## src/hdl/assert_macros.svh

```systemverilog
// assertion macros shared by the rtl files
`ifndef ASSERT_MACROS_SVH
`define ASSERT_MACROS_SVH

// implication or plain property checked on every rising clock edge out of reset
`define ASSERT_CLK(label, prop, msg) \
    label: assert property (@(posedge clk) disable iff (!rst_n) (prop)) \
        else $error(msg);

// condition that must never be true on a rising clock edge out of reset
`define ASSERT_NEVER(label, cond, msg) \
    label: assert property (@(posedge clk) disable iff (!rst_n) !(cond)) \
        else $error(msg);

`endif

```

## src/hdl/uemf_pkg.sv

```systemverilog
// types and constants of the echo median filter
package uemf_pkg;

    localparam int ECHO_W     = 15;
    localparam int DIST_W     = 18;
    localparam int STATUS_W   = 2;
    localparam int VCOUNT_W   = 3;
    localparam int THRESH_W   = 3;
    localparam int CFG_IDX_W  = 2;
    localparam int CFG_DATA_W = 18;
    localparam int SCALE_W    = 13;
    localparam int PROD_W     = ECHO_W + SCALE_W;
    localparam int SCALE_SHIFT = 10;

    localparam logic [SCALE_W-1:0] SCALE_MUL = 13'd4496;

    localparam logic [STATUS_W-1:0] STATUS_GOOD = 2'd0;
    localparam logic [STATUS_W-1:0] STATUS_WARN = 2'd1;
    localparam logic [STATUS_W-1:0] STATUS_ERR  = 2'd2;

    localparam logic [CFG_IDX_W-1:0] REG_MIN_DIST  = 2'd0;
    localparam logic [CFG_IDX_W-1:0] REG_MAX_DIST  = 2'd1;
    localparam logic [CFG_IDX_W-1:0] REG_OK_MIN    = 2'd2;
    localparam logic [CFG_IDX_W-1:0] REG_WARN_MIN  = 2'd3;

    localparam logic [DIST_W-1:0]   MIN_DIST_RST = 18'd512;
    localparam logic [DIST_W-1:0]   MAX_DIST_RST = 18'd102400;
    localparam logic [THRESH_W-1:0] OK_MIN_RST   = 3'd5;
    localparam logic [THRESH_W-1:0] WARN_MIN_RST = 3'd3;

    localparam int Q_DEPTH = 2;
    localparam int Q_PTR_W = 1;

    typedef struct packed {
        logic [DIST_W-1:0] dist_q8;
        logic              ok;
    } sample_t;

    typedef struct packed {
        logic [THRESH_W-1:0] ok_min;
        logic [THRESH_W-1:0] warn_min;
    } thresh_t;

    typedef struct packed {
        logic [DIST_W-1:0] min_dist;
        logic [DIST_W-1:0] max_dist;
    } bounds_t;

endpackage

```

## src/hdl/ultrasonic_echo_median_filter_unit.sv

```systemverilog
// top level of the ultrasonic echo median filter
// Takes echo widths in microseconds, converts each to a q8 distance in cm
// and gives one word per batch of BATCH_SIZE echoes: the median of the
// in-range samples (on error, the last median again), a status and the
// valid count. The front converts and range-checks one word per cycle,
// while the queue is not full, into a two-entry queue; the back takes one
// sample per cycle from it while loading, then ranks the batch with a
// sequencer that visits one stored sample per cycle and, in the emit state,
// loads the result register once it is empty or being popped. A new echo
// is taken while a finished result waits to be popped, if the queue has room.
// The user must write registers through wr_en/wr_index/wr_data only while
// the unit is idle; the block itself does not enforce this.
module ultrasonic_echo_median_filter_unit import uemf_pkg::*;
#(
    parameter int BATCH_SIZE = 5
)
(
    input  logic                   clk,
    input  logic                   rst_n,
    input  logic                   push,
    output logic                   full,
    input  logic [ECHO_W-1:0]      echo_us,
    output logic                   empty,
    input  logic                   pop,
    output logic [DIST_W-1:0]      distance_q8,
    output logic [STATUS_W-1:0]    status,
    output logic [VCOUNT_W-1:0]    valid_count,
    input  logic                   wr_en,
    input  logic [CFG_IDX_W-1:0]   wr_index,
    input  logic [CFG_DATA_W-1:0]  wr_data
);

`include "assert_macros.svh"

    bounds_t bounds_reg;
    thresh_t thresh_reg;

    logic    q_full;
    logic    q_push;
    sample_t q_push_word;
    logic    q_empty;
    logic    q_pop;
    sample_t q_pop_word;

    always_ff @(posedge clk or negedge rst_n)
    begin
        if (!rst_n)
        begin
            bounds_reg.min_dist <= MIN_DIST_RST;
            bounds_reg.max_dist <= MAX_DIST_RST;
            thresh_reg.ok_min   <= OK_MIN_RST;
            thresh_reg.warn_min <= WARN_MIN_RST;
        end
        else if (wr_en)
        begin
            case (wr_index)
                REG_MIN_DIST: bounds_reg.min_dist <= wr_data;
                REG_MAX_DIST: bounds_reg.max_dist <= wr_data;
                REG_OK_MIN:   thresh_reg.ok_min   <= wr_data[THRESH_W-1:0];
                REG_WARN_MIN: thresh_reg.warn_min <= wr_data[THRESH_W-1:0];
                default:      ;
            endcase
        end
    end

    uemf_front u_front
    (
        .push    (push),
        .full    (full),
        .echo_us (echo_us),
        .bounds  (bounds_reg),
        .q_full  (q_full),
        .q_push  (q_push),
        .q_word  (q_push_word)
    );

    uemf_queue u_queue
    (
        .clk       (clk),
        .rst_n     (rst_n),
        .push      (q_push),
        .push_word (q_push_word),
        .full      (q_full),
        .pop       (q_pop),
        .empty     (q_empty),
        .pop_word  (q_pop_word)
    );

    uemf_back #(
        .BATCH_SIZE (BATCH_SIZE)
    ) u_back
    (
        .clk         (clk),
        .rst_n       (rst_n),
        .q_empty     (q_empty),
        .q_word      (q_pop_word),
        .q_pop       (q_pop),
        .thresh      (thresh_reg),
        .empty       (empty),
        .pop         (pop),
        .distance_q8 (distance_q8),
        .status      (status),
        .valid_count (valid_count)
    );

    // an ok word always carries at least one valid sample
    `ASSERT_CLK(a_ok_has_samples,
        (!empty && status == STATUS_GOOD) |-> (valid_count != '0),
        "ok word with no valid samples")
    // the valid count never exceeds the batch
    `ASSERT_NEVER(a_count_bound, !empty && (int'(valid_count) > BATCH_SIZE),
        "valid count above batch size")
    // the back never drains an empty queue
    `ASSERT_NEVER(a_no_underflow, q_pop && q_empty, "sample queue read while empty")

endmodule

```

## src/hdl/uemf_front.sv

```systemverilog
// front end: echo width to q8 distance and range check
module uemf_front import uemf_pkg::*;
(
    input  logic              push,
    output logic              full,
    input  logic [ECHO_W-1:0] echo_us,
    input  bounds_t           bounds,
    input  logic              q_full,
    output logic              q_push,
    output sample_t           q_word
);

    logic [PROD_W-1:0] prod;
    logic [DIST_W-1:0] dist_q8;

    always_comb
    begin
        prod = PROD_W'(echo_us) * PROD_W'(SCALE_MUL);
        dist_q8 = prod[PROD_W-1:SCALE_SHIFT];
        q_word.dist_q8 = dist_q8;
        q_word.ok      = (echo_us != '0) && (dist_q8 >= bounds.min_dist)
                         && (dist_q8 <= bounds.max_dist);
    end

    assign full   = q_full;
    assign q_push = push && !q_full;

endmodule

```

## src/hdl/uemf_queue.sv

```systemverilog
// two-entry queue of classified samples between front and back
module uemf_queue import uemf_pkg::*;
(
    input  logic    clk,
    input  logic    rst_n,
    input  logic    push,
    input  sample_t push_word,
    output logic    full,
    input  logic    pop,
    output logic    empty,
    output sample_t pop_word
);

    sample_t              mem_reg [Q_DEPTH];
    logic [Q_PTR_W-1:0]   wr_ptr_reg;
    logic [Q_PTR_W-1:0]   wr_ptr_next;
    logic [Q_PTR_W-1:0]   rd_ptr_reg;
    logic [Q_PTR_W-1:0]   rd_ptr_next;
    logic [Q_PTR_W:0]     level_reg;
    logic [Q_PTR_W:0]     level_next;
    logic                 do_push;
    logic                 do_pop;

    assign full     = (level_reg == (Q_PTR_W+1)'(Q_DEPTH));
    assign empty    = (level_reg == '0);
    assign do_push  = push && !full;
    assign do_pop   = pop && !empty;
    assign pop_word = mem_reg[rd_ptr_reg];

    always_comb
    begin
        wr_ptr_next = do_push ? wr_ptr_reg + 1'b1 : wr_ptr_reg;
        rd_ptr_next = do_pop ? rd_ptr_reg + 1'b1 : rd_ptr_reg;
        level_next  = level_reg;
        if (do_push && !do_pop)
        begin
            level_next = level_reg + 1'b1;
        end
        else if (do_pop && !do_push)
        begin
            level_next = level_reg - 1'b1;
        end
    end

    always_ff @(posedge clk or negedge rst_n)
    begin
        if (!rst_n)
        begin
            wr_ptr_reg <= '0;
            rd_ptr_reg <= '0;
            level_reg  <= '0;
        end
        else
        begin
            wr_ptr_reg <= wr_ptr_next;
            rd_ptr_reg <= rd_ptr_next;
            level_reg  <= level_next;
        end
    end

    always_ff @(posedge clk)
    begin
        if (do_push)
        begin
            mem_reg[wr_ptr_reg] <= push_word;
        end
    end

endmodule

```

## src/hdl/uemf_back.sv

```systemverilog
// back end: batch store, median by ranking sequencer, result register
module uemf_back import uemf_pkg::*;
#(
    parameter int BATCH_SIZE = 5
)
(
    input  logic                 clk,
    input  logic                 rst_n,
    input  logic                 q_empty,
    input  sample_t              q_word,
    output logic                 q_pop,
    input  thresh_t              thresh,
    output logic                 empty,
    input  logic                 pop,
    output logic [DIST_W-1:0]    distance_q8,
    output logic [STATUS_W-1:0]  status,
    output logic [VCOUNT_W-1:0]  valid_count
);

    localparam int IDX_W  = (BATCH_SIZE > 1) ? $clog2(BATCH_SIZE) : 1;
    localparam int CNT_W  = $clog2(BATCH_SIZE + 1);
    localparam int WIDE_W = CNT_W + THRESH_W + 1;

    localparam logic [1:0] S_LOAD = 2'd0;
    localparam logic [1:0] S_SCAN = 2'd1;
    localparam logic [1:0] S_EMIT = 2'd2;

    logic [DIST_W-1:0]   dist_mem [BATCH_SIZE];
    logic                ok_mem   [BATCH_SIZE];

    logic [1:0]          state_reg;
    logic [1:0]          state_next;
    logic [IDX_W-1:0]    wr_idx_reg;
    logic [IDX_W-1:0]    wr_idx_next;
    logic [IDX_W-1:0]    scan_idx_reg;
    logic [IDX_W-1:0]    scan_idx_next;
    logic [CNT_W-1:0]    nvalid_reg;
    logic [CNT_W-1:0]    nvalid_next;
    logic [DIST_W-1:0]   lo_reg;
    logic [DIST_W-1:0]   lo_next;
    logic [DIST_W-1:0]   hi_reg;
    logic [DIST_W-1:0]   hi_next;
    logic [DIST_W-1:0]   last_dist_reg;
    logic [DIST_W-1:0]   last_dist_next;
    logic                out_valid_reg;
    logic                out_valid_next;
    logic [DIST_W-1:0]   out_dist_reg;
    logic [DIST_W-1:0]   out_dist_next;
    logic [STATUS_W-1:0] out_status_reg;
    logic [STATUS_W-1:0] out_status_next;
    logic [VCOUNT_W-1:0] out_count_reg;
    logic [VCOUNT_W-1:0] out_count_next;

    logic [DIST_W-1:0]   cand;
    logic                cand_ok;
    logic [CNT_W-1:0]    lt_cnt;
    logic [CNT_W-1:0]    le_cnt;
    logic [CNT_W-1:0]    k_lo;
    logic [CNT_W-1:0]    k_hi;
    logic [DIST_W:0]     mid_sum;
    logic [WIDE_W-1:0]   n_wide;
    logic                is_err;
    logic                load_out;
    logic                store_wr;

    assign empty       = !out_valid_reg;
    assign distance_q8 = out_dist_reg;
    assign status      = out_status_reg;
    assign valid_count = out_count_reg;

    assign cand    = dist_mem[scan_idx_reg];
    assign cand_ok = ok_mem[scan_idx_reg];
    assign k_lo    = (nvalid_reg - CNT_W'(1)) >> 1;
    assign k_hi    = nvalid_reg >> 1;
    assign mid_sum = {1'b0, lo_reg} + {1'b0, hi_reg};
    assign n_wide  = WIDE_W'(nvalid_reg);
    assign is_err  = (nvalid_reg == '0) || (n_wide < WIDE_W'(thresh.warn_min));

    // rank of the candidate among the valid samples
    always_comb
    begin
        lt_cnt = '0;
        le_cnt = '0;
        for (int j = 0; j < BATCH_SIZE; j++)
        begin
            if (ok_mem[j] && (dist_mem[j] < cand))
            begin
                lt_cnt = lt_cnt + CNT_W'(1);
            end
            if (ok_mem[j] && (dist_mem[j] <= cand))
            begin
                le_cnt = le_cnt + CNT_W'(1);
            end
        end
    end

    always_comb
    begin
        state_next      = state_reg;
        wr_idx_next     = wr_idx_reg;
        scan_idx_next   = scan_idx_reg;
        nvalid_next     = nvalid_reg;
        lo_next         = lo_reg;
        hi_next         = hi_reg;
        last_dist_next  = last_dist_reg;
        out_valid_next  = out_valid_reg && !pop;
        out_dist_next   = out_dist_reg;
        out_status_next = out_status_reg;
        out_count_next  = out_count_reg;
        q_pop           = 1'b0;
        store_wr        = 1'b0;
        load_out        = 1'b0;

        case (state_reg)
            S_LOAD:
            begin
                if (!q_empty)
                begin
                    q_pop       = 1'b1;
                    store_wr    = 1'b1;
                    nvalid_next = nvalid_reg + CNT_W'(q_word.ok);
                    if (wr_idx_reg == IDX_W'(BATCH_SIZE - 1))
                    begin
                        wr_idx_next   = '0;
                        scan_idx_next = '0;
                        state_next    = S_SCAN;
                    end
                    else
                    begin
                        wr_idx_next = wr_idx_reg + IDX_W'(1);
                    end
                end
            end
            S_SCAN:
            begin
                if (cand_ok && (lt_cnt <= k_lo) && (k_lo < le_cnt))
                begin
                    lo_next = cand;
                end
                if (cand_ok && (lt_cnt <= k_hi) && (k_hi < le_cnt))
                begin
                    hi_next = cand;
                end
                if (scan_idx_reg == IDX_W'(BATCH_SIZE - 1))
                begin
                    state_next = S_EMIT;
                end
                else
                begin
                    scan_idx_next = scan_idx_reg + IDX_W'(1);
                end
            end
            S_EMIT:
            begin
                if (!out_valid_reg || pop)
                begin
                    load_out       = 1'b1;
                    out_valid_next = 1'b1;
                    out_count_next = (n_wide > WIDE_W'(7)) ? VCOUNT_W'(7)
                                                           : n_wide[VCOUNT_W-1:0];
                    if (is_err)
                    begin
                        out_status_next = STATUS_ERR;
                        out_dist_next   = last_dist_reg;
                    end
                    else
                    begin
                        last_dist_next  = mid_sum[DIST_W:1];
                        out_dist_next   = mid_sum[DIST_W:1];
                        out_status_next = (n_wide >= WIDE_W'(thresh.ok_min)) ? STATUS_GOOD
                                                                             : STATUS_WARN;
                    end
                    nvalid_next = '0;
                    state_next  = S_LOAD;
                end
            end
            default:
            begin
                state_next = S_LOAD;
            end
        endcase
    end

    always_ff @(posedge clk or negedge rst_n)
    begin
        if (!rst_n)
        begin
            state_reg     <= S_LOAD;
            wr_idx_reg    <= '0;
            scan_idx_reg  <= '0;
            nvalid_reg    <= '0;
            last_dist_reg <= '0;
            out_valid_reg <= 1'b0;
        end
        else
        begin
            state_reg     <= state_next;
            wr_idx_reg    <= wr_idx_next;
            scan_idx_reg  <= scan_idx_next;
            nvalid_reg    <= nvalid_next;
            last_dist_reg <= last_dist_next;
            out_valid_reg <= out_valid_next;
        end
    end

    always_ff @(posedge clk)
    begin
        lo_reg <= lo_next;
        hi_reg <= hi_next;
        if (load_out)
        begin
            out_dist_reg   <= out_dist_next;
            out_status_reg <= out_status_next;
            out_count_reg  <= out_count_next;
        end
    end

    always_ff @(posedge clk)
    begin
        if (store_wr)
        begin
            dist_mem[wr_idx_reg] <= q_word.dist_q8;
            ok_mem[wr_idx_reg]   <= q_word.ok;
        end
    end

endmodule

```

## config.mk

```make
export PLATFORM = sky130hd
export DESIGN_NAME = ultrasonic_echo_median_filter_unit
export DESIGN_NICKNAME = d
export VERILOG_FILES = /design/src/hdl/uemf_pkg.sv /design/src/hdl/ultrasonic_echo_median_filter_unit.sv /design/src/hdl/uemf_front.sv /design/src/hdl/uemf_queue.sv /design/src/hdl/uemf_back.sv
export VERILOG_INCLUDE_DIRS = /design/src /design/src/hdl
export SDC_FILE = /design/constraint.sdc
export NUM_CORES = 1
export LEC_CHECK = 0
export ABC_AREA = 1
export BUFFER_PORTS_ARGS = -buffer_cell sky130_fd_sc_hd__clkbuf_2
export CAP_MARGIN = 0
export CORE_ASPECT_RATIO = 1.75
export CORE_MARGIN = 3
export CORE_UTILIZATION = 53
export CTS_CLUSTER_SIZE = 28
export DETAILED_ROUTE_END_ITERATION = 6
export GPL_ROUTABILITY_DRIVEN = 0
export PLACE_DENSITY = 0.8
export SYNTH_ARGS = -nofsm -noshare
export SYNTH_HDL_FRONTEND = slang
export SYNTH_SLANG_ARGS = --single-unit
```

## constraint.sdc

```tcl
create_clock -name clk -period 15.7 [get_ports clk]
set_clock_uncertainty 0.15 [all_clocks]
set_input_delay 1.57 -clock clk [delete_from_list [all_inputs] [get_ports clk]]
set_output_delay 1.57 -clock clk [all_outputs]
set_load 0.03 [all_outputs]
```

**Word-level counts from Yosys, hierarchy flattened**

Memory sizes are Yosys's and may differ from the RTL's.
Cells that the tools add are included.

- Flip-flop bits (word level): 135
- Memories: 3
- Output and inout bits: 25
- Memory bits (writable): 133
- Word-level logic and storage cells: 159
- Bits of input ports: 40

- Add/sub/neg operators: 17
- Multiplexer cells: 37
- Order comparisons: 19
- Multipliers: 1
- Bitwise logic cells: 1
- Reductions and logical operators: 50
- Equality and inequality tests: 13

Memories:

| name | words | bits a word | read ports | clocked after Yosys merged registers in | write ports | line | source |
|---|---|---|---|---|---|---|---|
| u_back.dist_mem | 5 | 18 | 6 | 0 | 1 | uemf_back.sv:28 | `logic [DIST_W-1:0] dist_mem [BATCH_SIZE];` |
| u_queue.mem_reg | 2 | 19 | 1 | 0 | 1 | uemf_queue.sv:14 | `sample_t mem_reg [Q_DEPTH];` |
| u_back.ok_mem | 5 | 1 | 6 | 0 | 1 | uemf_back.sv:29 | `logic ok_mem [BATCH_SIZE];` |

Operator list:

| operator | number |
|---|---|
| $le 18x18->1 | 6 |
| $lt 18x18->1 | 5 |
| $mux 3 | 14 |
| $add 3x1->3 const B | 10 |
| $mul 15x9->24 const B | 1 |
| $logic_and 1x1->1 | 22 |
| $add 18x18->19 | 1 |
| $ge 18x18->1 | 1 |
| $mux 18 | 1 |
| $reduce_and 2->1 | 8 |
| $reduce_bool 15->1 | 1 |
| $mux 1 | 13 |
| $mux 2 | 6 |
| $pmux 3 s2 | 2 |
| $eq 2x2->1 const B | 4 |
| $reduce_and 4->1 | 2 |
| $eq 3x3->1 const B | 2 |
| $le 3x2->1 | 2 |
| $logic_not 1->1 | 6 |
| $logic_not 2->1 | 3 |
| $lt 2x3->1 | 2 |
| $ne 2x1->1 const B | 3 |
| $pmux 2 s3 | 1 |
| $reduce_and 3->1 | 2 |
| 14 further kinds | 20 |

**Longest topological paths before layout**

An unclocked memory read counts as a cell.

- Depth in word-level cells: 16
- Depth in mapped cells: 35
- Gate-level depth less buffers: 33

**Cells and area by module**

From an unflattened synthesis, not the netlist that was laid out.

- Cell total of the unflattened synthesis: 2111
- Area, all modules: 19769.0 µm²

Modules (own cells, without submodules):

| module | cells each | times used | area an instance (µm²) |
|---|---|---|---|
| uemf_back | 1291 | 1 | 13022.5 |
| uemf_front | 501 | 1 | 3373.2 |
| ultrasonic_echo_median_filter_unit | 188 | 1 | 1764.2 |
| uemf_queue | 131 | 1 | 1609.0 |

**Worst setup path before layout**

No wires, ideal clock.

- Path type: input port to flip-flop
- From: in echo_us[8]
- To: mem u_queue.mem_reg[0][0] (netlist bit) (data pin)
- Arrival time: 5.674 ns
- Path buffers: 0
- Stages: 26
- Setup time: 0.258 ns
- Path slack: 9.617 ns
- Required time: 15.292 ns
- Cell sequence: inv_1 > ha_1 > ha_1 > fa_1 > inv_1 > fa_1 > inv_1 > ha_1 > nand2_1 > nor3_1 > nand2_1 > o211ai_2 > a21oi_1 > o21bai_2 > nand2_1 > a21oi_1 > xor2_1 > ha_1 > a21oi_1 > nor2_1 > a211oi_1 > nand2_1 > nand3_1 > a21oi_1 > o21ai_0 > nor2_1

RTL lines:

| element | line | source |
|---|---|---|
| start: declaration | ultrasonic_echo_median_filter_unit.sv:22 | `input logic [ECHO_W-1:0] echo_us,` |
| end: declaration | uemf_queue.sv:14 |  |

**Worst setup path after layout**

- From: reg u_back.scan_idx_reg[0]
- To: reg u_back.hi_reg[12] (enable)

- Cells in the longest elaborated chain, start to end: 16
- Elaborated cells between the ends (all ways): 45
- Those cells by class: add/sub: 8; order compare: 12; mux: 10; reduce/logical: 13; memory: 2

Ends and longest elaborated chain:

| element | line | source |
|---|---|---|
| start: declaration | uemf_back.sv:35 | `logic [IDX_W-1:0] scan_idx_reg;` |
| start signal: assignment | uemf_back.sv:199 | `scan_idx_reg <= scan_idx_next;` |
| $mem_v2 5x18 (*) | - |  |
| named net u_back.cand[17] | uemf_back.sv:54 | `logic [DIST_W-1:0] cand;` |
| $lt 18x18->1 | uemf_back.sv:86 | `if (ok_mem[j] && (dist_mem[j] < cand))` |
| $logic_and 1x1->1 | uemf_back.sv:86 |  |
| $mux 1 | uemf_back.sv:86 |  |
| $add 3x1->3 | uemf_back.sv:88 | `lt_cnt = lt_cnt + CNT_W'(1);` |
| $mux 3 | uemf_back.sv:86 |  |
| $add 3x1->3 | uemf_back.sv:88 |  |
| $mux 3 | uemf_back.sv:86 |  |
| $add 3x1->3 | uemf_back.sv:88 |  |
| $mux 3 | uemf_back.sv:86 |  |
| $add 3x1->3 | uemf_back.sv:88 |  |
| $mux 3 | uemf_back.sv:86 |  |
| $le 3x2->1 | uemf_back.sv:140 | `if (cand_ok && (lt_cnt <= k_hi) && (k_hi < le_cnt))` |
| $logic_and 1x1->1 | uemf_back.sv:140 |  |
| $logic_and 1x1->1 (*) | uemf_back.sv:140 |  |
| $reduce_and 2->1 (no source line) (*) | - |  |
| end signal: assignment | uemf_back.sv:209 | `hi_reg <= hi_next;` |
| end: declaration | uemf_back.sv:41 | `logic [DIST_W-1:0] hi_reg;` |

The timed path passes the listed nets; every way through them passes the cells marked *.
A chain may end at the register's enable or synchronous reset.

==> impl_summary.log <==
[metrics] cell count after synthesis: 1986
[metrics] Die W: 150.0 µm
[metrics] clock network fraction of design power: 0.144
[metrics] register clock-pin slew on the reported worst setup and hold paths: 0.06 ns
[metrics] global-route usage over all layers: 0.2349
[metrics] worst hold path cell count: 2
[metrics] Critical-path top delay cell: nor2_2
[metrics] overall via count from detail_route: 14477
[metrics] Clock Root Buffer: clkbuf_16
[metrics] number of max-capacitance violations reported: 0
[metrics] P_leak: 9.647 nW
[metrics] share of final-layout standard cells stronger than drive strength 1: 0.08938
[metrics] clock tree from TritonCTS: done
[metrics] final setup fails: 0
[metrics] transition time at the pin with the least slew margin: 1.224 ns
[metrics] number of setup buffers added after CTS: 0
[metrics] IO Count: 65
[metrics] Setup crit end kind: flip-flop
[metrics] core region area: 35520 µm²
[metrics] CP bufs+invs: 11
[metrics] Post-Synthesis Net Count: 2289
[metrics] internal power consumption: 2.628 mW
[metrics] result of the run: finished, final reports clean
[metrics] Seq pwr share: 0.296
[metrics] number of slew-limit violations in the final report: 0
[metrics] reported net switching power: 2.276 mW
[metrics] clock net sink count: 325
[metrics] delay-heaviest family, CP: simple AND/OR/NAND/NOR gates
[metrics] count of nets left with antenna violations after detail routing: 0
[metrics] wire length of the first global-routing pass: 72.84 mm
[metrics] part of the power in combinational logic: 0.560
[metrics] DRC: 0
[metrics] Setup TNS Final: 0 ns
[metrics] routed length per instance: 17.80 µm
[metrics] delay of the slowest critical-path stage: 0.70 ns
[metrics] number of hold buffers added after CTS: 0
[metrics] worst r2r path cells: 34
[metrics] unrepaired setup endpoints after global routing: no
[metrics] category of the most critical setup path: flip-flop to flip-flop
[metrics] min-delay worst type: flip-flop to flip-flop
[metrics] DR pass1 iterations: 5
[metrics] Area Growth Syn to Fin: 9.569%
[metrics] Max Fanout on Critical Path: 62
[metrics] Switching Share: 0.4641
[metrics] number of antenna violations at the first check in global routing: 0
[metrics] Num CTS Buffers: 30
[metrics] FFs w/ async S/R, synth: 0.2338
[metrics] Yosys warning count: 0
[metrics] mapped cell area: 19220 µm²
[metrics] leading cell types by total area after synthesis: edfxtp_1, ha_1, dfrtp_1, nand2_1, inv_1
[metrics] sequential-to-total area share from yosys stat: 0.4885
[metrics] first-iteration detailed-routing DRC count: 890
[metrics] std cell rows: 91
[metrics] Worst VDD drop: 0.1072 mV
[metrics] cell with the most instances after synthesis: nand2_1
[metrics] Fin Hold WS: 0.3345 ns
[metrics] final-report hold violation count: 0
[metrics] antenna diode instance count: 0
[metrics] WP data required: 15.74 ns
[metrics] arrival time worst endpoint: 7.59 ns
[metrics] part of the cycle the worst path needs: 0.4813
[metrics] leading cell types by count after synthesis: nand2_1, inv_1, edfxtp_1, ha_1, o21ai_0
[metrics] total die area: 38680 µm²
[metrics] largest net degree at the start of global routing: 77
[metrics] FF+latch count, synth: 325
[metrics] GRT overflow: 0
[metrics] CP startpoint kind: flip-flop
[metrics] Final Routed Wirelength: 45.31 mm
[metrics] initial cell density of the core: 0.5411
[metrics] number of vias per cell after detailed routing: 5.686
[metrics] Max clock buf depth: 3
[metrics] ys flop type: edfxtp_1
[metrics] largest area contributor in the netlist: edfxtp_1
[metrics] cell occurring most often along the worst timing path: inv_1
[metrics] dpl hpwl: 33.95 mm
[metrics] top achievable clock speed: 0.1323 GHz
[metrics] number of gates given a new drive strength after cts: 0
[metrics] Slew headroom: 0.1817
[metrics] Largest register FFs: 144
[metrics] H-tree levels: 1
[metrics] Chip Height: 257.9 µm
[metrics] power density over the cells: 232.9 nW/µm²
[metrics] instance count on the critical path: 34
[metrics] share of Yosys cell area claimed by the top area cell type: 0.3890
[metrics] Worst-Skew Late Latency: 0.58 ns
[metrics] Avg Cell Area, Syn: 9.678 µm²
[metrics] number of input and output port buffers inserted: 64
[metrics] number of synthesized flops with an enable pin: 249
[metrics] final critical-path required period: 7.557 ns
[metrics] final net count: 2360
[metrics] number of distinct standard cells referenced by the synthesized netlist: 56
[metrics] via count of the first global-routing pass: 15251
==> cell type report <==
type                       count  area [µm²]
timing repair buffer          85       480.5
sequential                   325        9390
tap                          465       581.8
multi-input combinational   1319        8548
clock inverter                23       186.4
fill                        2856       14460
inverter                     296        1111
clock buffer                  33       762.0
==> path summary, 6_finish.rpt <==
path / endpoint / startpoint / slack [ns]
max in group asynchronous: u_back.scan_idx_reg[0] / rst_n / 13.68
hold reg to reg: bounds_reg[24] / bounds_reg[24] / 0.33
setup / recovery: u_back.hi_reg[12] / u_back.scan_idx_reg[0] / 8.14
min in group asynchronous: u_back.last_dist_reg[1] / rst_n / 1.01
setup reg to reg: u_back.hi_reg[12] / u_back.scan_idx_reg[0] / 8.14
hold / removal: bounds_reg[24] / bounds_reg[24] / 0.33
==> through the flow <==
stage	total power, mW	area, µm²	util	cells	setup WS (ns)
after floorplan	3.346	19220	-	1986	9.617
after global placement	3.982	20110	0.5661	2490	8.646
after detailed placement	4.144	20110	0.5661	2490	8.325
after CTS	4.881	21060	0.5928	2546	8.284
after global routing	5.304	21060	0.5928	2546	7.488
final	4.904	21060	0.5928	2546	8.143
==> worst min-delay path, delay by kind of cell, from the launching register on <==
kind	cells	cell delay, ns
simple gates	1	0.05
compound gates	1	0.06
flops	1	0.34
==> kinds of logic after synthesis <==
group	after synthesis	share of synthesized area
xor gates and xnor gates	31	0.01452
adders and majority gates	263	0.1798
muxes	1	0.0005858
DFF	325	0.4885
and+or+nand+nor	648	0.1403
AOI/OAI and AO/OA	376	0.1092
buffers and inverters	342	0.06718
==> cell usage in the layout (no fill, tap or decap), drive strengths merged, types with 22 or more instances in the layout <==
cell and instances:
a21oi 83, buf 22, clkbuf 96, dfrtp 68, edfxtp 249, fa 22
ha 241, inv 294, nand2 384, nand3 56, nand4 25, nor2 165
o21ai 208, o22ai 34, xor2 23
==> layer usage <==
layer / global-route usage / vias up / part of all wire
li1: - / 6878 / -
met1: 0.2262 / 6820 / 0.34
met2: 0.4475 / 557 / 0.54
met3: 0.02423 / 222 / 0.045
met4: 0.1730 / 0 / 0.078
met5: 0 / - / 0
==> power groups by stage <==
stage	clock, mW	sequential, mW	combinational (mW)
finish	0.706	1.45	2.75
global route	0.747	1.47	3.09
CTS	0.717	1.45	2.72
detailed placement	0	1.46	2.68
global placement	0	1.45	2.53
floorplan	0	1.44	1.91
Note: power is estimated with default switching activity, not from simulation.
